[src/hdl/cgs_pkg.sv]
// Shared types and constants for the causal normalized Gaussian smoother.
// No dependencies; every other file of the block imports this package.
package cgs_pkg;

    localparam int OPCODE_BITS    = 2;
    localparam int TAP_INDEX_BITS = 5;
    localparam int CFG_BITS       = 6;

    typedef enum logic [OPCODE_BITS-1:0] {
        OP_LOAD    = 2'd0,
        OP_SAMPLE  = 2'd1,
        OP_TAIL    = 2'd2,
        OP_RESTART = 2'd3
    } op_t;

    typedef enum logic [2:0] {
        ST_IDLE,
        ST_LOAD,
        ST_ACCUM,
        ST_START,
        ST_DIV,
        ST_PUSH
    } state_t;

    // Control broadcast from the sequencer to every cell of the tap chain.
    typedef struct packed {
        logic                      shift;
        logic                      clear;
        logic                      load_terms;
        logic                      move_terms;
        logic                      wr_en;
        logic [TAP_INDEX_BITS-1:0] wr_index;
    } cell_ctrl_t;

endpackage

[src/hdl/cgs_cell.sv]
// One tap of the smoother chain: history entry, tap weight and product term.
// Depends on cgs_pkg for the control struct.
module cgs_cell #(
    parameter int SAMPLE_BITS = 16,
    parameter int WEIGHT_BITS = 16,
    parameter int IDX         = 0
) (
    input  logic                               aclk,
    input  logic                               aresetn,
    input  cgs_pkg::cell_ctrl_t                ctrl,
    input  logic [WEIGHT_BITS-1:0]             wr_weight,
    input  logic [SAMPLE_BITS-1:0]             value_in,
    input  logic                               present_in,
    output logic [SAMPLE_BITS-1:0]             value_out,
    output logic                               present_out,
    input  logic [SAMPLE_BITS+WEIGHT_BITS-1:0] prod_in,
    input  logic [WEIGHT_BITS-1:0]             wt_in,
    output logic [SAMPLE_BITS+WEIGHT_BITS-1:0] prod_out,
    output logic [WEIGHT_BITS-1:0]             wt_out
);
    import cgs_pkg::*;

    localparam int PROD_W = SAMPLE_BITS + WEIGHT_BITS;

    logic [SAMPLE_BITS-1:0] value_reg;
    logic                   present_reg;
    logic [WEIGHT_BITS-1:0] weight_reg;
    logic [PROD_W-1:0]      prod_reg;
    logic [WEIGHT_BITS-1:0] wt_reg;
    logic                   wr_hit;

    assign wr_hit = ctrl.wr_en && (32'(ctrl.wr_index) == IDX);

    always_ff @(posedge aclk) begin
        if (!aresetn) begin
            present_reg <= 1'b0;
        end else if (ctrl.clear) begin
            present_reg <= 1'b0;
        end else if (ctrl.shift) begin
            present_reg <= present_in;
        end
    end

    always_ff @(posedge aclk) begin
        if (ctrl.shift) begin
            value_reg <= value_in;
        end
        if (wr_hit) begin
            weight_reg <= wr_weight;
        end
        // Terms are formed once per item, then walk toward tap 0 one cell a cycle.
        if (ctrl.load_terms) begin
            prod_reg <= present_reg ? PROD_W'(weight_reg) * PROD_W'(value_reg) : '0;
            wt_reg   <= present_reg ? weight_reg : '0;
        end else if (ctrl.move_terms) begin
            prod_reg <= prod_in;
            wt_reg   <= wt_in;
        end
    end

    assign value_out   = value_reg;
    assign present_out = present_reg;
    assign prod_out    = prod_reg;
    assign wt_out      = wt_reg;

endmodule

[config.mk]
export PLATFORM = sky130hd
export DESIGN_NAME = cgs_cell
export DESIGN_NICKNAME = d
export VERILOG_FILES = /design/src/hdl/cgs_pkg.sv /design/src/hdl/cgs_cell.sv
export SDC_FILE = /design/constraint.sdc
export NUM_CORES = 1
export LEC_CHECK = 0
export ABC_AREA = 1
export BUFFER_PORTS_ARGS = -buffer_cell sky130_fd_sc_hd__buf_2
export CORE_ASPECT_RATIO = 0.8
export CORE_UTILIZATION = 45
export CTS_BUF_LIST = sky130_fd_sc_hd__clkbuf_4 sky130_fd_sc_hd__clkbuf_8
export CTS_CLUSTER_DIAMETER = 60
export DETAILED_ROUTE_END_ITERATION = 10
export REMOVE_ABC_BUFFERS = 1
export SLEW_MARGIN = 40
export SYNTH_ARGS = -nofsm -noshare
export SYNTH_HDL_FRONTEND = slang
export SYNTH_SLANG_ARGS = --single-unit
[constraint.sdc]
create_clock -name aclk -period 6.2 [get_ports aclk]
set_clock_uncertainty 0.1 [all_clocks]
set_input_delay 0.93 -clock aclk [delete_from_list [all_inputs] [get_ports aclk]]
set_output_delay 0.93 -clock aclk [all_outputs]
set_load 0.005 [all_outputs]
==> out/metrics.yaml, run 1 <==
final_layout:
  stdcell_count: 2078
  fin_area_um2: 14000
  final_common_cell: "nand2_1"
  drive_gt1_frac: 0.152
  finalNetCount: 2100
  largest_reg_flops: 32
  syn2layout_area_growth_pct: 11.8
  utilization: 0.511
  seqCellArea_um2: 2420
  final_cell_mix: "507 x nand2_1, 433 x inv_1, 194 x fa_1"
  diodes: 0
  multi_input_area_um2: 8140
  fillers: 2717
global_routing:
  grt_pass1_vias: 10100
  gr-usage-all-layers: 0.252
  grt_pass1_wl_um: 54300
  grt_antenna_before_repair: 0
  grt_max_degree: 49
  grt-ovfl-total: 0
clock_tree:
  worstSkewPairLatency_ps: 400
  postCtsHoldBufs: 0
  postCtsSetupRepairBufs: 0
  htree_levels: 3
  cts_resized: 0
  cts_root_buf: "clkbuf_8"
  cts_buffers: 9
  cts_tree: "done"
  clk_pin_slew_ps: 100
  cts_buffer_depth: 2
  numClockSinks: 81
worst_hold_path:
  hold_class: "flip-flop to flip-flop"
die:
  coreArea_um2: 27300
  start_util: 0.457
  io_pins: 158
  die_area_um2: 28400
  rows: 54
  die_y_um: 151
  die_w_um: 188
sta:
  rsz0062_at_grt: "no"
  min_period_ps: 5950
  slew_violations: 0
  setup_viol: 0
  fin_crit_sh: 0.960
  fin_ws_ps: 250
  slew_headroom: 0.506
  final.setup.tns_ps: 0
  finalHoldViolations: 0
  timing.fmax_mhz: 168
  worstMarginPinSlew_ps: 742
placed_design:
  dp_worst_setup_slack_ps: 151
  routabilityCongestion: 0.908
  dp_hpwl_um: 27800
  port-buffer-count: 157
  post-place-cells: 2054
  placedInstanceArea_um2: 13700
yosys:
  yosysWarnings: 0
  ys_seq_area_frac: 0.194
  synthFlopType: "edfxtp_1"
  synth_edf_count: 80
  synthArstFlopShare: 0
  netlist_instances: 1571
  syn_avg_cell_area_um2: 7.95
  synth_area_um2: 12500
  synth-seq-cells: 81
  synth_cell_types: 34
detailed_routing:
  drc: 0
  drtAntennaViolNets: 0
  vias: 10000
  drt_pass1_iterations: 5
  wire_per_inst_um: 16.3
  drtIter0Drc: 636
  routed_wl_um: 33800
  viasPerCell: 4.83
setup_path:
  endpoint_kind: "flip-flop"
  cp.required_ps: 6250
  path_class: "flip-flop to flip-flop"
  startpoint_type: "flip-flop"
  cp_max_fo: 13
  worstPathArrival_ps: 6000
run:
  drv_cap: 0
pwr:
  power.density_nw_per_um2: 510
  p_leak_nw: 8.21
  peakVddDrop_v: 0.000492
outcome:
  run_status: "complete, no violations"
## path summary, 6_finish.rpt
| path | from | to | slack, ps | depth (start not counted) |
|---|---|---|---|---|
| max | value_out[9] | prod_out[15] | 250 | 21 |
| min | present_out | present_out | 460 | 2 |
| max reg2reg | value_out[9] | prod_out[15] | 250 | 21 |
| min reg2reg | present_out | present_out | 460 | 2 |
## power by group
group	total (W)	switching (W)	internal [W]	leakage [nW]
Combinational	0.00601	0.00398	0.00203	7.29
Sequential	0.000714	0.0000527	0.000662	0.827
Clock	0.000392	0.000240	0.000152	0.0865
## kinds of logic (layout without fill, tap and decap cells)
group                      after synthesis  after routing  synth area share
and+or+nand+nor                        610            610             0.199
buffers and inverters                  512            655             0.154
adders and majority gates              298            298             0.415
DFF                                     81             81             0.194
AOI/OAI and AO/OA                       66             66            0.0347
xor gates and xnor gates                 3              3           0.00210
muxes                                    1              1          0.000802
## cells in the mapped netlist, drive strengths merged, types with 2 or more instances
cell	instances	area, um2
xnor2	2	17.5
or2	3	18.8
fa	194	3880
nand4	3	18.8
a22o	19	166
nand3	35	225
edfxtp	80	2400
nor2	48	223
buf	5	25.0
inv	439	1650
a32o	3	30.0
nor3	2	15.0
nand2	516	1960
o21ai	19	103
a21oi	23	119
clkbuf	68	255
ha	104	1300
## stage by stage
step / hold WS (ps) / power (W)
2_1_floorplan: 439 / 0.00507
3_3_place_gp: 440 / 0.00669
3_5_place_dp: 462 / 0.00674
4_1_cts: 477 / 0.00717
5_1_grt: 512 / 0.00803
6_report: 465 / 0.00712
## worst max-delay path, stage by stage (launching register included)
cell and delay [ps]:
edfxtp_1 760, nand2_1 140, fa_1 500, inv_1 50
fa_1 500, inv_1 60, fa_1 530, inv_1 50
fa_1 510, fa_1 520, inv_1 60, fa_1 480
inv_1 40, ha_1 370, nand2_1 150, inv_2 60
nand2_1 70, inv_2 60, nand2_1 80, nand3_2 170
o21ai_0 350, nand2_1 80
## per-layer routing
metal | up-vias | GRT usage | share of wire
met3 | 39 | 0.0348 | 0.053
met4 | 0 | 0.0561 | 0.013
li1 | 4815 | - | -
met1 | 4885 | 0.360 | 0.48
met2 | 306 | 0.408 | 0.46
met5 | - | 0 | 0
## cell type report
cell class | count | area share
clock buffer | 10 | 0.00941
inverter | 439 | 0.118
multi-input combinational | 978 | 0.583
clock inverter | 6 | 0.00305
timing repair buffer | 200 | 0.0803
sequential | 81 | 0.174
tap | 364 | 0.0326
(Power assumes the default switching activity.)
==> inputs of run 2 (changes only) <==
--- a/config.mk
+++ b/config.mk
@@ -9,7 +9,7 @@
 export BUFFER_PORTS_ARGS = -buffer_cell sky130_fd_sc_hd__buf_2
 export CORE_ASPECT_RATIO = 0.8
 export CORE_UTILIZATION = 45
-export CTS_BUF_LIST = sky130_fd_sc_hd__clkbuf_4 sky130_fd_sc_hd__clkbuf_8
+export CTS_BUF_LIST = sky130_fd_sc_hd__clkbuf_2 sky130_fd_sc_hd__clkbuf_4 sky130_fd_sc_hd__clkbuf_8
 export CTS_CLUSTER_DIAMETER = 60
 export DETAILED_ROUTE_END_ITERATION = 10
 export REMOVE_ABC_BUFFERS = 1
==> constraint.sdc (replaced) <==
create_clock -name aclk -period 7.42 [get_ports aclk]
set_clock_uncertainty 0.1 [all_clocks]
set_input_delay 1.113 -clock aclk [delete_from_list [all_inputs] [get_ports aclk]]
set_output_delay 1.113 -clock aclk [all_outputs]
set_load 0.005 [all_outputs]
==> out/metrics.yaml, run 2 (same netlist as run 1, synthesis figures left out) <==
clock_tree:
  clk_pin_slew_ps: 100  # about the same
  postCtsSetupRepairBufs: 0  # unchanged
  numClockSinks: 81  # unchanged
  cts_tree: "done"  # unchanged
  cts_root_buf: "clkbuf_8"  # unchanged
  worstSkewPairLatency_ps: 400  # about the same
  postCtsHoldBufs: 0  # unchanged
  cts_resized: 0  # unchanged
  cts_buffer_depth: 2  # unchanged
  htree_levels: 3  # unchanged
  cts_buffers: 9  # unchanged
sta:
  slew_violations: 0  # unchanged
  setup_viol: 0  # unchanged
  timing.fmax_mhz: 164  # was 168 MHz
  finalHoldViolations: 0  # unchanged
  fin_crit_sh: 0.824  # was 0.960
  worstMarginPinSlew_ps: 900  # was 742 ps
  final.setup.tns_ps: 0  # unchanged
  rsz0062_at_grt: "no"  # unchanged
  min_period_ps: 6110  # was 5950 ps
  slew_headroom: 0.400  # was 0.506
die:
  coreArea_um2: 27300  # unchanged
  rows: 54  # unchanged
  die_y_um: 151  # unchanged
  die_w_um: 188  # unchanged
  start_util: 0.457  # unchanged
  die_area_um2: 28400  # unchanged
  io_pins: 158  # unchanged
global_routing:
  gr-usage-all-layers: 0.254  # was 0.252
  grt-ovfl-total: 0  # unchanged
  grt_antenna_before_repair: 0  # unchanged
  grt_max_degree: 49  # unchanged
  grt_pass1_wl_um: 54900  # was 54300 um
  grt_pass1_vias: 10100  # about the same
pwr:
  power.switching_w: 0.00356  # was 0.00427 W
  peakVddDrop_v: 0.000317  # was 0.000492 V
  pwr-share-comb: 0.842  # was 0.845
  seqPwrFrac: 0.103  # was 0.100
  p_clk_frac: 0.055  # about the same
  p_leak_nw: 8.03  # was 8.21 nW
  p_int_w: 0.00238  # was 0.00284 W
  finalPower_w: 0.00595  # was 0.00712 W
  power.density_nw_per_um2: 434  # was 510 nW/um2
  netSwitchingFraction: 0.599  # was 0.600
setup_path:
  path_delay_family: "adder cells"  # unchanged
  cp_max_fo: 17  # was 13
  worstPathCellList: "nand2_1, fa_1, inv_1, fa_1, inv_1, fa_1, inv_1, fa_1, fa_1, inv_1, fa_1, inv_1, ha_1, nand2_2, inv_1, nand2_1, nor2_1, nand4_1, nand3_1, nand2_1, nand2_1, o21ai_1"  # was nand2_1, fa_1, inv_1, fa_1, inv_1, fa_1, inv_1, fa_1, fa_1, inv_1, fa_1, inv_1, ha_1, nand2_1, inv_2, nand2_1, inv_2, nand2_1, nand3_2, o21ai_0, nand2_1
  cp.required_ps: 7480  # was 6250 ps
  cp_num_buf_inv: 6  # was 7
  path_class: "flip-flop to flip-flop"  # unchanged
  slowest_delay_ps: 880  # was 760 ps
  endpoint_kind: "flip-flop"  # unchanged
  worstPathArrival_ps: 6170  # was 6000 ps
  startpoint_type: "flip-flop"  # unchanged
  critPathSlowestCell: "edfxtp_1"  # unchanged
placed_design:
  routabilityCongestion: 0.944  # was 0.908
  placedInstanceArea_um2: 13500  # was 13700 um2
  dp_hpwl_um: 27200  # was 27800 um
  port-buffer-count: 157  # unchanged
detailed_routing:
  drc: 0  # unchanged
  drt_pass1_iterations: 5  # unchanged
  drtAntennaViolNets: 0  # unchanged
  wire_per_inst_um: 16.6  # was 16.3 um
  drtIter0Drc: 700  # was 636
  routed_wl_um: 33900  # was 33800 um
  viasPerCell: 4.88  # was 4.83
  vias: 9965  # was 10000
final_layout:
  final_cell_mix: "507 x nand2_1, 433 x inv_1, 194 x fa_1"  # unchanged
  syn2layout_area_growth_pct: 9.72  # was 11.8%
  finalNetCount: 2065  # was 2100
  drive_gt1_frac: 0.133  # was 0.152
  final_common_cell: "nand2_1"  # unchanged
  largest_reg_flops: 32  # unchanged
  diodes: 0  # unchanged
  fin_area_um2: 13700  # was 14000 um2
worst_hold_path:
  hold_class: "flip-flop to flip-flop"  # unchanged
run:
  drv_cap: 0  # unchanged
outcome:
  run_status: "complete, no violations"  # unchanged
[run 2: cell types whose count changed in the layout (fill, tap and decap cells not counted)]
cell / delta
buf_4: -37
buf_8: +2
clkinv_1: +2
buf_12: -1
buf_6: +1
clkbuf_4: -1
clkinv_2: -1
[run 2: layout make-up]
class / count / area (um2)
tap: 364 / 455
multi-input combinational: 978 / 8140
timing repair buffer: 165 / 865
fill: 2762 / 13600
clock inverter: 7 / 45.0
inverter: 439 / 1650
clock buffer: 9 / 124
sequential: 81 / 2420
[run 2: through the flow]
| stage | hold slack [ps] | cells | util | setup slack [ps] |
|---|---|---|---|---|
| 6_report | 484 | 2043 | 0.502 | 1310 |
| 5_1_grt | 539 | 2043 | 0.502 | 1030 |
| 4_1_cts | 486 | 2042 | 0.501 | 1340 |
| 3_5_place_dp | 478 | 2026 | 0.495 | 1430 |
| 3_3_place_gp | 436 | 2024 | 0.494 | 1210 |
| 2_1_floorplan | 439 | 1498 | - | 2150 |
[run 2: layer usage]
metal,vias up,global-route usage,share of wire
met5,-,0,0
met4,0,0.0476,0.010
met3,21,0.0459,0.073
met2,365,0.401,0.44
met1,4841,0.368,0.47
li1,4738,-,-
[run 2: final timing paths]
path | slack [ps] | cells after the start | endpoint | startpoint
worst min-delay path | 480 | 2 | present_out | present_out
worst max-delay path | 1310 | 22 | prod_out[22] | value_out[7]
worst max register to register | 1310 | 22 | prod_out[22] | value_out[7]
worst min register to register | 480 | 2 | present_out | present_out
[run 2: worst min-delay path, cell delays in order, from the launching register on]
cell	delay, ps
dfxtp_1	340
mux2i_1	140
nor3b_1	70
[run 2: power by group through the flow]
| stage | logic (W) | registers, W | clock network, W |
|---|---|---|---|
| after global routing | 0.00574 | 0.000619 | 0.000349 |
| final | 0.00501 | 0.000613 | 0.000325 |
| after CTS | 0.00504 | 0.000616 | 0.000336 |
| after global placement | 0.00500 | 0.000625 | 0 |
| after floorplan | 0.00364 | 0.000602 | 0 |
| after detailed placement | 0.00500 | 0.000625 | 0 |
