===== config.mk =====
export PLATFORM = sky130hd
export DESIGN_NAME = cgs_div
export DESIGN_NICKNAME = d
export VERILOG_FILES = /design/src/hdl/cgs_pkg.sv /design/src/hdl/cgs_div.sv
export SDC_FILE = /design/constraint.sdc
export NUM_CORES = 1
export LEC_CHECK = 0
export ABC_AREA = 1
export BUFFER_PORTS_ARGS = -buffer_cell sky130_fd_sc_hd__buf_4
export CELL_PAD_IN_SITES_DETAIL_PLACEMENT = 1
export CELL_PAD_IN_SITES_GLOBAL_PLACEMENT = 2
export CORE_UTILIZATION = 30
export CTS_CLUSTER_SIZE = 20
export DETAILED_ROUTE_END_ITERATION = 10
export PLACE_DENSITY_LB_ADDON = 0.05
export SKIP_LAST_GASP = 1
export SLEW_MARGIN = 5
export SYNTH_ARGS = -nofsm -noshare
export SYNTH_HDL_FRONTEND = slang
export SYNTH_SLANG_ARGS = --single-unit

===== constraint.sdc =====
create_clock -name aclk -period 2.7 [get_ports aclk]
set_input_delay 0 -clock aclk [delete_from_list [all_inputs] [get_ports aclk]]
set_output_delay 0 -clock aclk [all_outputs]
set_load 0.01 [all_outputs]

===== src/hdl/cgs_pkg.sv =====
// Shared types and constants for the causal normalized Gaussian smoother.
// No dependencies; every other file of the block imports this package.
package cgs_pkg;

    localparam int OPCODE_BITS    = 2;
    localparam int TAP_INDEX_BITS = 5;
    localparam int CFG_BITS       = 6;

    typedef enum logic [OPCODE_BITS-1:0] {
        OP_LOAD    = 2'd0,
        OP_SAMPLE  = 2'd1,
        OP_TAIL    = 2'd2,
        OP_RESTART = 2'd3
    } op_t;

    typedef enum logic [2:0] {
        ST_IDLE,
        ST_LOAD,
        ST_ACCUM,
        ST_START,
        ST_DIV,
        ST_PUSH
    } state_t;

    // Control broadcast from the sequencer to every cell of the tap chain.
    typedef struct packed {
        logic                      shift;
        logic                      clear;
        logic                      load_terms;
        logic                      move_terms;
        logic                      wr_en;
        logic [TAP_INDEX_BITS-1:0] wr_index;
    } cell_ctrl_t;

endpackage


===== src/hdl/cgs_div.sv =====
// Bit-serial restoring divider for the normalization step, one quotient bit a cycle.
// Depends on cgs_pkg only by the house import convention.
module cgs_div #(
    parameter int SAMPLE_BITS = 16,
    parameter int NORM_W      = 21
) (
    input  logic                          aclk,
    input  logic                          aresetn,
    input  logic                          start,
    input  logic [NORM_W+SAMPLE_BITS-1:0] dividend,
    input  logic [NORM_W-1:0]             divisor,
    output logic                          done,
    output logic [SAMPLE_BITS-1:0]        quotient
);
    import cgs_pkg::*;

    localparam int SUM_W  = NORM_W + SAMPLE_BITS;
    localparam int DCNT_W = $clog2(SAMPLE_BITS + 1);

    logic [SUM_W-1:0]       rem_reg, rem_next;
    logic [SUM_W-1:0]       dsr_reg, dsr_next;
    logic [SAMPLE_BITS-1:0] quo_reg, quo_next;
    logic [DCNT_W-1:0]      cnt_reg, cnt_next;
    logic                   busy_reg, busy_next;
    logic                   done_reg, done_next;
    logic                   zero_reg, zero_next;
    logic                   fits;

    // The weighted mean never exceeds the largest sample, so the quotient
    // fits in SAMPLE_BITS and the first trial divisor is divisor << (SAMPLE_BITS-1).
    assign fits = (rem_reg >= dsr_reg);

    always_comb begin
        rem_next  = rem_reg;
        dsr_next  = dsr_reg;
        quo_next  = quo_reg;
        cnt_next  = cnt_reg;
        busy_next = busy_reg;
        zero_next = zero_reg;
        done_next = 1'b0;
        if (start) begin
            rem_next  = dividend;
            dsr_next  = SUM_W'(divisor) << (SAMPLE_BITS - 1);
            quo_next  = '0;
            cnt_next  = DCNT_W'(SAMPLE_BITS);
            busy_next = 1'b1;
            zero_next = (divisor == '0);
        end else if (busy_reg) begin
            if (fits) begin
                rem_next = rem_reg - dsr_reg;
            end
            quo_next = {quo_reg[SAMPLE_BITS-2:0], fits};
            dsr_next = dsr_reg >> 1;
            cnt_next = cnt_reg - 1'b1;
            if (cnt_reg == DCNT_W'(1)) begin
                busy_next = 1'b0;
                done_next = 1'b1;
            end
        end
    end

    always_ff @(posedge aclk) begin
        if (!aresetn) begin
            busy_reg <= 1'b0;
            done_reg <= 1'b0;
            cnt_reg  <= '0;
        end else begin
            busy_reg <= busy_next;
            done_reg <= done_next;
            cnt_reg  <= cnt_next;
        end
    end

    always_ff @(posedge aclk) begin
        rem_reg  <= rem_next;
        dsr_reg  <= dsr_next;
        quo_reg  <= quo_next;
        zero_reg <= zero_next;
    end

    assign done     = done_reg;
    assign quotient = zero_reg ? '0 : quo_reg;

endmodule


==> results of run 1 <==
## how the worst max path moves through the flow
| stage | endpoint | slack (ps) | cells after the start |
|---|---|---|---|
| floorplan | rem_reg[0] | 40 | 13 |
| global placement | rem_reg[25] | 250 | 13 |
| detailed placement | rem_reg[25] | 210 | 13 |
| CTS | rem_reg[19] | 180 | 13 |
| global route | rem_reg[11] | 10 | 13 |
| finish | rem_reg[11] | 230 | 13 |
## power by group through the flow
| stage | Clock [W] | Combinational (W) | Sequential (W) |
|---|---|---|---|
| 5_1_grt | 0.00145 | 0.00279 | 0.00187 |
| 6_report | 0.00135 | 0.00247 | 0.00186 |
| 2_1_floorplan | 0 | 0.00167 | 0.00187 |
| 3_3_place_gp | 0 | 0.00240 | 0.00188 |
| 4_1_cts | 0.00142 | 0.00248 | 0.00186 |
| 3_5_place_dp | 0 | 0.00241 | 0.00189 |
## layout make-up
type                       instances  area (um^2)
multi-input combinational        655         3360
clock inverter                     7         81.3
sequential                        97         2530
fill                            2672        12900
inverter                         173          649
clock buffer                       9          225
tap                              275          344
timing repair buffer             140         1200
## synthesized netlist by cell type, drive strengths merged (2+ instances only)
cell type  count  area [um^2]
nand4          3         18.8
clkinv         2         7.51
o21ai         49          245
buf            7         32.5
ha            38          475
edfxtp        59         1770
inv          171          642
nand3b         5         37.5
nor2          89          359
or2            5         31.3
o22ai         33          206
nand2        302         1190
o21bai         3         22.5
xnor2         10         87.6
clkbuf        14         52.6
nand3         57          315
dfxtp         38          761
a21oi         36          188
nor3          11         55.1
a31oi          3         18.8
nor4           4         25.0
o21a           2         15.0
## cell families (layout without fill, tap and decap cells)
kind of cell               Yosys count  count (layout)  share of synthesized area (%)
xor gates and xnor gates            11              11                           1.46
and+or+nand+nor                    477             477                           30.9
DFF                                 97              97                           38.3
adders and majority gates           39              39                           7.50
buffers and inverters              194             329                           11.1
AOI/OAI and AO/OA                  128             128                           10.8
## per-layer routing
metal  up-vias  GRT usage (%)
met5         -              0
met4         0           5.56
met3        14           1.91
met2        78           37.2
met1      3005           26.9
li1       3288              -
## critical path: stages (launching register included)
cell and delay, ps:
edfxtp_1 340, inv_1 70, ha_1 350, nand2_1 120, inv_2 80, nand2_1 80, o21ai_0 300, a21oi_1 160
nand2_2 110, nand2_1 50, nand2_1 80, nand2_1 70, nand2_2 120, buf_12 230
## per-stage QoR
stage | setup slack [ps] | hold slack, ps | cells | util (%)
after global routing | 14.2 | 23.1 | 1356 | 39.5
after global placement | 245 | 243 | 1289 | 35.5
after detailed placement | 205 | 254 | 1289 | 35.5
final | 225 | 28.7 | 1356 | 39.5
after CTS | 176 | 4.25 | 1356 | 39.4
after floorplan | 37.9 | 112 | 946 | -
## repair_timing
item / 4_1_cts / 5_1_grt
hold endpoints to repair: 52 / 0
setup buffers: 0 / 0
setup endpoints to repair: 0 / 37
hold buffers: 51 / 0
resized for setup: 0 / 5
## cell usage in the layout (no fill, tap or decap), types with 3 or more instances in the layout
cell / count
nand2_1: 278
inv_1: 167
buf_4: 87
nor2_1: 79
edfxtp_1: 59
nand3_1: 51
dlygate4sd3_1: 51
o21ai_0: 41
dfxtp_1: 38
ha_1: 37
o22ai_1: 33
a21oi_1: 31
nand2_2: 24
nor2_2: 10
nor3_1: 10
xnor2_1: 10
clkbuf_16: 9
o21ai_1: 8
nand3_2: 6
nand3b_1: 5
a21oi_2: 5
inv_2: 4
or2_2: 4
nor4_1: 4
o21bai_1: 3
nand4_1: 3
a31oi_1: 3
==> flow_summary.toml, run 1 <==
[run_status]
status = "finished, final reports clean"

[sta]
rsz0062_at_grt = "no"
slew_headroom_pct = 44.4
final_hold_viol_count = 0
setup_violations = 0
fin_crit_ps = 2470
setup_tns_ps = 0
skew_ps = 12.8
worstMarginPinSlew_ps = 827
post-route-period-util_pct = 91.7
timing_max_transition_violations_final = 0
max_freq_mhz = 404

[power_and_ir_drop]
p_leak_nw = 3.97
p_total_w = 0.00568
peakVddDrop_mv = 0.275
switching_share_pct = 41.2
p_switching_w = 0.00234
cellInternalPower_w = 0.00334
combPwrFrac_pct = 43.5
clock_power_share_pct = 23.8
power_density_nw_per_um2 = 676
pwr-share-seq_pct = 32.7

[worst_hold_path]
hold_class = "in2reg"
min_to = "dsr_reg[25]"
whs_path_depth = 3
min_from = "divisor[10]"

[synthesis]
synth_cells = 946
async_reset_ff_share_pct = 0
synth.yosys.seq_area_share_pct = 38.3
yosys_register_bits = 97
synth_edf_count = 59
synthFlopType = "edfxtp_1"
yosysWarnings = 0
synth_area_um2 = 6610
synth_nets = 1046
syn_area_per_cell_um2 = 6.99
ys_types = 35

[run]
maxCapViolCount = 0

[clocking]
htree_levels = 3
cts_buffer_depth = 2
cts_tree = "built"
cts.sinks = 97
path_clk_slew_ps = 80
cts_made_buffers = 9
insertion_delay_ps = 360
cts-root-buf = "clkbuf_16"

[routing]
firstDrtPassIters = 4
via_per_inst = 4.71
wl_met3_um = 425
wl_met2_mm = 11.1
drt_iter0_markers = 256
wire_per_inst_um = 16.6
vias = 6385
wl_mm = 22.5
drc_errors = 0
wl_met1_mm = 10.7
dr.max_layer_used = "met4"
ant_nets = 0

[placed_design]
dp_hpwl_mm = 18.0
portBuffers = 77
placed_cell_area_um2 = 7560
gp_congestion = 0.812

[critical_path]
critPathArrivalTime_ps = 2530
rr_endpoint = "rem_reg[11]"
critPathLaunch = "dsr_reg[20]"
worstSetupPathType = "reg2reg"
r2r-start = "dsr_reg[20]"
ff2ff_path_depth = 13
endpoint_kind = "register"
cp-start-kind = "register"
path_max_fanout = 25
reg2reg_slack_ps = 230
required_ps = 2750

[global_routing]
grt_max_degree = 43
grt_pass1_vias = 6566
grt_pass1_wl_mm = 35.5
track_usage_pct = 20.9
antenna_found_initial = 0
grt_remaining_overflow = 0

[die]
rows = 53
die_area_um2 = 22600
die-height_um = 150
ios = 78
die-width_um = 150
start_util_pct = 31.0
core_um2 = 21300

[layout]
drive_gt1_share_pct = 14.8
largest_reg_flops = 37
n_antenna_cell = 0
final_nets = 1176
design_area_um2 = 8400
area_delta_synth_final_pct = 27.1
(Power assumes the default switching activity.)
==> run 2, diff against run 1 <==
- ABC_AREA: 1 -> not set
- CORE_UTILIZATION: 30 -> 33
- CTS_BUF_LIST: not set -> sky130_fd_sc_hd__clkbuf_16
==> run 2 against run 1 <==
Effect of this change: the flow now finishes with violations (DRC); sequential cell count unchanged; combinational power is 21% higher; sequential share of layout area shrank 0.15 points; die area decreased by 15%; first-iteration DRC count is 16% lower; critical path type unchanged; critical endpoint is now rem_reg[36]; largest cell class unchanged; non-clock buffer count is 56 higher.
==> flow_summary.toml, run 2 <==
[run_status]
status = "complete, but fails checks"
violations = "DRC"

[synthesis]
syn_area_per_cell_um2 = 9.12
synthMostInstantiatedCell = "nand2_1"
synth.yosys.seq_area_share_pct = 41.2
synth_area_um2 = 6140
synth_cells = 673
synth_edf_count = 59
synthFlopType = "edfxtp_1"
ys_types = 66
synth_nets = 773
synthTopCellsByCount = "nand2_1 (72), nor2_1 (60), edfxtp_1 (59), inv_1 (46)"
yosysWarnings = 0
synth_area_leaders = "edfxtp_1 (29%), dfxtp_1 (12%), ha_1 (7.7%)"
async_reset_ff_share_pct = 0
synth_area_leader_cell = "edfxtp_1"
yosys_register_bits = 97
synth_top_area_share_pct = 28.9

[clocking]
path_clk_slew_ps = 70
cts_buffer_depth = 2
cts-root-buf = "clkbuf_16"
htree_levels = 3
cts.sinks = 97
insertion_delay_ps = 360
cts_made_buffers = 9
cts_tree = "built"

[sta]
max_freq_mhz = 373
setup_tns_ps = 0
rsz0062_at_grt = "yes"
setup_violations = 0
final_hold_viol_count = 0
fin_crit_ps = 2680
post-route-period-util_pct = 99.2
timing.hold.ws_ps = 32.6
skew_ps = 4.61
slew_headroom_pct = 54.0
worstMarginPinSlew_ps = 684
timing_max_transition_violations_final = 0

[worst_hold_path]
min_from = "divisor[19]"
hold_class = "in2reg"
whs_path_depth = 3
min_to = "dsr_reg[34]"

[routing]
drc_errors = 10
ant_nets = 0
wl_mm = 18.8
firstDrtPassIters = 7
wire_per_inst_um = 17.4
via_per_inst = 5.11
drt_iter0_markers = 216
vias = 5521

[power_and_ir_drop]
p_leak_nw = 3.51
peakVddDrop_mv = 0.362
power_density_nw_per_um2 = 744
p_total_w = 0.00629

[layout]
n_antenna_cell = 0
drive_gt1_share_pct = 23.5
layout_commonest_cell = "buf_4"
final_cells = 1080
final_cell_mix = "buf_4 (140), nand2_1 (72), nor2_1 (60)"
area_delta_synth_final_pct = 37.6
largest_reg_flops = 37
final_nets = 946

[critical_path]
cp_num_buf_inv = 1
reg2reg_slack_ps = 20
rr_endpoint = "rem_reg[36]"
worstSetupPathType = "reg2reg"
cp_cell_sequence = "inv_1, ha_1, a21oi_1, o21bai_1, a21oi_1, o31a_1, o21ai_1, a221o_1, or3_1, a31oi_1"
required_ps = 2900
cp_top_family = "compound AO/OA/AOI/OAI gates"
endpoint_kind = "register"
ff2ff_path_depth = 10
critPathLaunch = "dsr_reg[21]"
path_max_fanout = 2
cp-start-kind = "register"
cpMostUsedCell = "a21oi_1"
r2r-start = "dsr_reg[21]"
critPathArrivalTime_ps = 2880
slowest_delay_ps = 430
slowest_stage = "edfxtp_1"

[die]
rows = 49
die_area_um2 = 19200
die-height_um = 138
core_um2 = 18100
ios = 78
die-width_um = 138
start_util_pct = 33.9

[run]
maxCapViolCount = 0

[global_routing]
use_met1_pct = 26.5
antenna_found_initial = 0
grt_remaining_overflow = 0
gr-usage-met3_pct = 3.50
use_met2_pct = 34.7
grt_max_degree = 40
grt_pass1_wl_mm = 30.5
grt.busiest_layer = "met2"
grt_pass1_vias = 5896
track_usage_pct = 20.3

[placed_design]
portBuffers = 77
gp_congestion = 0.830
dp_hpwl_mm = 14.1
place_inst = 1008
-- run 2: cell count changes after synthesis, sizes merged, moves of 7 or more --
cell | previous run | this run
nand2 | 302 | 72
inv | 171 | 46
o22ai | 33 | 3
nor2b | 0 | 22
nor2 | 89 | 60
o31ai | 0 | 16
nand3 | 57 | 6
mux2i | 0 | 31
a21o | 0 | 26
xor2 | 1 | 10
xnor2 | 10 | 20
clkbuf | 14 | 24
nand4 | 3 | 10
-- run 2: metal layers --
| metal | part of all wire (%) | vias to the layer above |
|---|---|---|
| met3 | 3.0 | 10 |
| li1 | - | 2758 |
| met1 | 48 | 2667 |
| met5 | 0 | - |
| met2 | 48 | 86 |
| met4 | 0.96 | 0 |
-- run 2: through the flow --
step | util, % | setup WS (ps) | cell area, um^2
after floorplan | - | 7.56 | 6150
after CTS | 45.9 | -35.4 | 8300
final | 46.7 | 22.4 | 8450
after global routing | 46.7 | -99.6 | 8450
after global placement | 40.8 | -94.1 | 7390
after detailed placement | 40.8 | -128 | 7390
-- run 2: cell families (layout without fill, tap and decap cells) --
family	count (synthesis)	count (layout)	synth area share, %
compound gates	185	185	20.2
xor+xnor	30	30	4.28
fa+ha+maj	39	39	8.07
buf+inv	82	260	5.18
flops	97	97	41.2
mux	33	33	5.42
simple gates	207	207	15.7
-- run 2: layout make-up --
type | count | area (um^2)
Sequential cell | 97 | 2530
Timing Repair Buffer | 196 | 1640
Inverter | 48 | 180
Clock buffer | 11 | 275
Tap cell | 229 | 287
Clock inverter | 5 | 36.3
Fill cell | 2041 | 9640
Multi-Input combinational cell | 494 | 3490
-- run 2: how the worst max path moves through the flow --
stage,endpoint,slack [ps],cells after the start
after floorplan,rem_reg[0],8,9
after global placement,rem_reg[28],-90,12
after detailed placement,rem_reg[28],-130,12
after CTS,rem_reg[34],-40,10
after global routing,rem_reg[27],-100,10
final,rem_reg[36],20,10
-- run 2: what timing repair did --
item | CTS | global route
resized for setup | 10 | 27
buffers inserted | 1 | 2
pin swaps | 5 | 10
endpoints found under the setup margin | 40 | 53
endpoints found under the hold margin | 54 | 0
hold buffers | 53 | 0
-- run 2: power breakdown --
| part | internal [W] | leakage (nW) | total, W | switching (W) |
|---|---|---|---|---|
| clock network | 0.000747 | 0.155 | 0.00137 | 0.000628 |
| logic | 0.00136 | 2.44 | 0.00299 | 0.00162 |
| registers | 0.00184 | 0.911 | 0.00193 | 0.0000881 |
-- run 2: tightest hold or removal path, delay by kind of cell --
family	cells	cell delay (ps)
simple gates	1	100
compound gates	1	80
buf+inv	1	90
==> run 3, diff against run 2 <==
- CORE_UTILIZATION: 33 -> 35
- SETUP_SLACK_MARGIN: not set -> 0.1
- clock period: 2.7 -> 2.9 ns (I/O delays scaled with it)
==> run 3 against run 2 <==
Effect of this change: the run now ends clean; critical path depth unchanged; maximum frequency decreased by 2.0%; global-route usage increased by 0.62 points; worst setup slack improved by 140 ps.
==> flow_summary.toml, run 3 (synthesis results as in run 2) <==
[routing]
wl_mm = 18.8
wire_per_inst_um = 17.9
firstDrtPassIters = 4
drc_errors = 0
drt_iter0_markers = 275
ant_nets = 0
vias = 5458
via_per_inst = 5.21

[sta]
final_hold_viol_count = 0
rsz0062_at_grt = "yes"
setup_violations = 0
worstMarginPinSlew_ps = 667
skew_ps = 9.24
timing_max_transition_violations_final = 0
setup_tns_ps = 0
max_freq_mhz = 366
fin_crit_ps = 2730
timing.hold.ws_ps = 5.59
slew_headroom_pct = 55.1
post-route-period-util_pct = 94.2

[die]
die_area_um2 = 18100
die-height_um = 134
die-width_um = 134
ios = 78
core_um2 = 17200
start_util_pct = 35.6
rows = 48

[layout]
n_antenna_cell = 0
fill_cells = 1954
final_cells = 1047
layout_commonest_cell = "buf_4"
multiInputGateArea_um2 = 3480
final_cell_mix = "buf_4 (109), nand2_1 (72), nor2_1 (60)"
largest_reg_flops = 37
seq_area_um2 = 2540
drive_gt1_share_pct = 21.2
final_nets = 917
area_delta_synth_final_pct = 34.2
design_area_um2 = 8240

[power_and_ir_drop]
power_density_nw_per_um2 = 687
pwr-share-seq_pct = 31.8
clock_power_share_pct = 21.4
cellInternalPower_w = 0.00353
peakVddDrop_mv = 0.292
p_total_w = 0.00566
switching_share_pct = 37.6
p_leak_nw = 3.38
combPwrFrac_pct = 46.7
p_switching_w = 0.00213

[run]
maxCapViolCount = 0

[global_routing]
grt.busiest_layer = "met2"
use_met1_pct = 28.0
grt_remaining_overflow = 0
grt_pass1_vias = 5576
antenna_found_initial = 0
gr-usage-met3_pct = 2.46
grt_pass1_wl_mm = 29.2
use_met2_pct = 35.4
track_usage_pct = 21.0
grt_max_degree = 94

[critical_path]
worstSetupPathType = "reg2reg"
critPathLaunch = "rem_reg[9]"
rr_endpoint = "rem_reg[24]"
endpoint_kind = "register"
critPathArrivalTime_ps = 2810
cp_cell_sequence = "ha_4, nand4_1, or2_1, a21oi_2, o21bai_2, a41oi_2, a21oi_2, o211ai_1, a21o_4, clkbuf_16"
ff2ff_path_depth = 10
r2r-start = "rem_reg[9]"
cp-start-kind = "register"
slowest_stage = "edfxtp_1"
required_ps = 2970
crit_end = "rem_reg[24]"
slowest_delay_ps = 440
cpMostUsedCell = "a21oi_2"
reg2reg_slack_ps = 170
path_max_fanout = 8

[clocking]
cts_made_buffers = 9
htree_levels = 3
cts-root-buf = "clkbuf_16"
cts.sinks = 97
insertion_delay_ps = 350
cts_tree = "built"
path_clk_slew_ps = 70
cts_buffer_depth = 2

[placed_design]
portBuffers = 77
gp_congestion = 0.841
dp_hpwl_mm = 13.5
placed_cell_area_um2 = 7090
place_inst = 965

[worst_hold_path]
hold_class = "in2reg"

[run_status]
status = "finished, final reports clean"
[run 3: worst min path at each step]
stage	end	cells after the start	start	slack (ps)
2_1_floorplan	zero_reg	0	start	110
3_3_place_gp	busy_reg	2	aresetn	240
3_5_place_dp	busy_reg	2	aresetn	240
4_1_cts	rem_reg[18]	3	dividend[18]	2
5_1_grt	rem_reg[18]	3	dividend[18]	20
6_report	dsr_reg[22]	3	divisor[7]	6
[run 3: layer usage]
layer | share of wire (%) | up-vias | routed length [um]
li1 | - | 2710 | -
met2 | 47 | 85 | 8920
met4 | 1.2 | 0 | 217
met3 | 2.5 | 16 | 470
met5 | 0 | - | 0
met1 | 49 | 2647 | 9180
[run 3: worst max-delay path, delay by kind of cell, from the launching register on]
| family | cells | cell delay, ps |
|---|---|---|
| buffers and inverters | 1 | 190 |
| adder cells (fa/ha/maj) | 1 | 330 |
| flip-flops | 1 | 440 |
| AND/OR/NAND/NOR | 2 | 370 |
| AO/OA/AOI/OAI | 6 | 1130 |
[run 3: repair_timing]
action / CTS / global route
hold buffers: 52 / 0
cloned: 0 / 3
gates resized for setup: 4 / 37
hold endpoints to repair: 55 / 0
pin swaps: 3 / 13
setup buffers: 2 / 9
setup endpoints to repair: 39 / 49
[run 3: cell type report]
type                       count  area share, %
sequential                    97           30.8
clock buffer                  10           3.04
timing repair buffer         167           17.7
multi-input combinational    494           42.2
tap                          225           3.42
clock inverter                 6          0.562
inverter                      48           2.19
[run 3: power groups by stage]
| stage | registers [W] | logic, W | clock network, W |
|---|---|---|---|
| 2_1_floorplan | 0.00179 | 0.00165 | 0 |
| 3_3_place_gp | 0.00182 | 0.00233 | 0 |
| 3_5_place_dp | 0.00182 | 0.00235 | 0 |
| 4_1_cts | 0.00179 | 0.00245 | 0.00125 |
| 5_1_grt | 0.00182 | 0.00289 | 0.00130 |
| 6_report | 0.00180 | 0.00264 | 0.00121 |
[run 3: stage by stage]
step | setup WS [ps] | util, %
after floorplan | 194 | -
after global placement | 148 | 41.1
after detailed placement | 47.8 | 41.1
after CTS | 97.6 | 46.0
after global routing | 21.7 | 47.8
final | 167 | 47.8
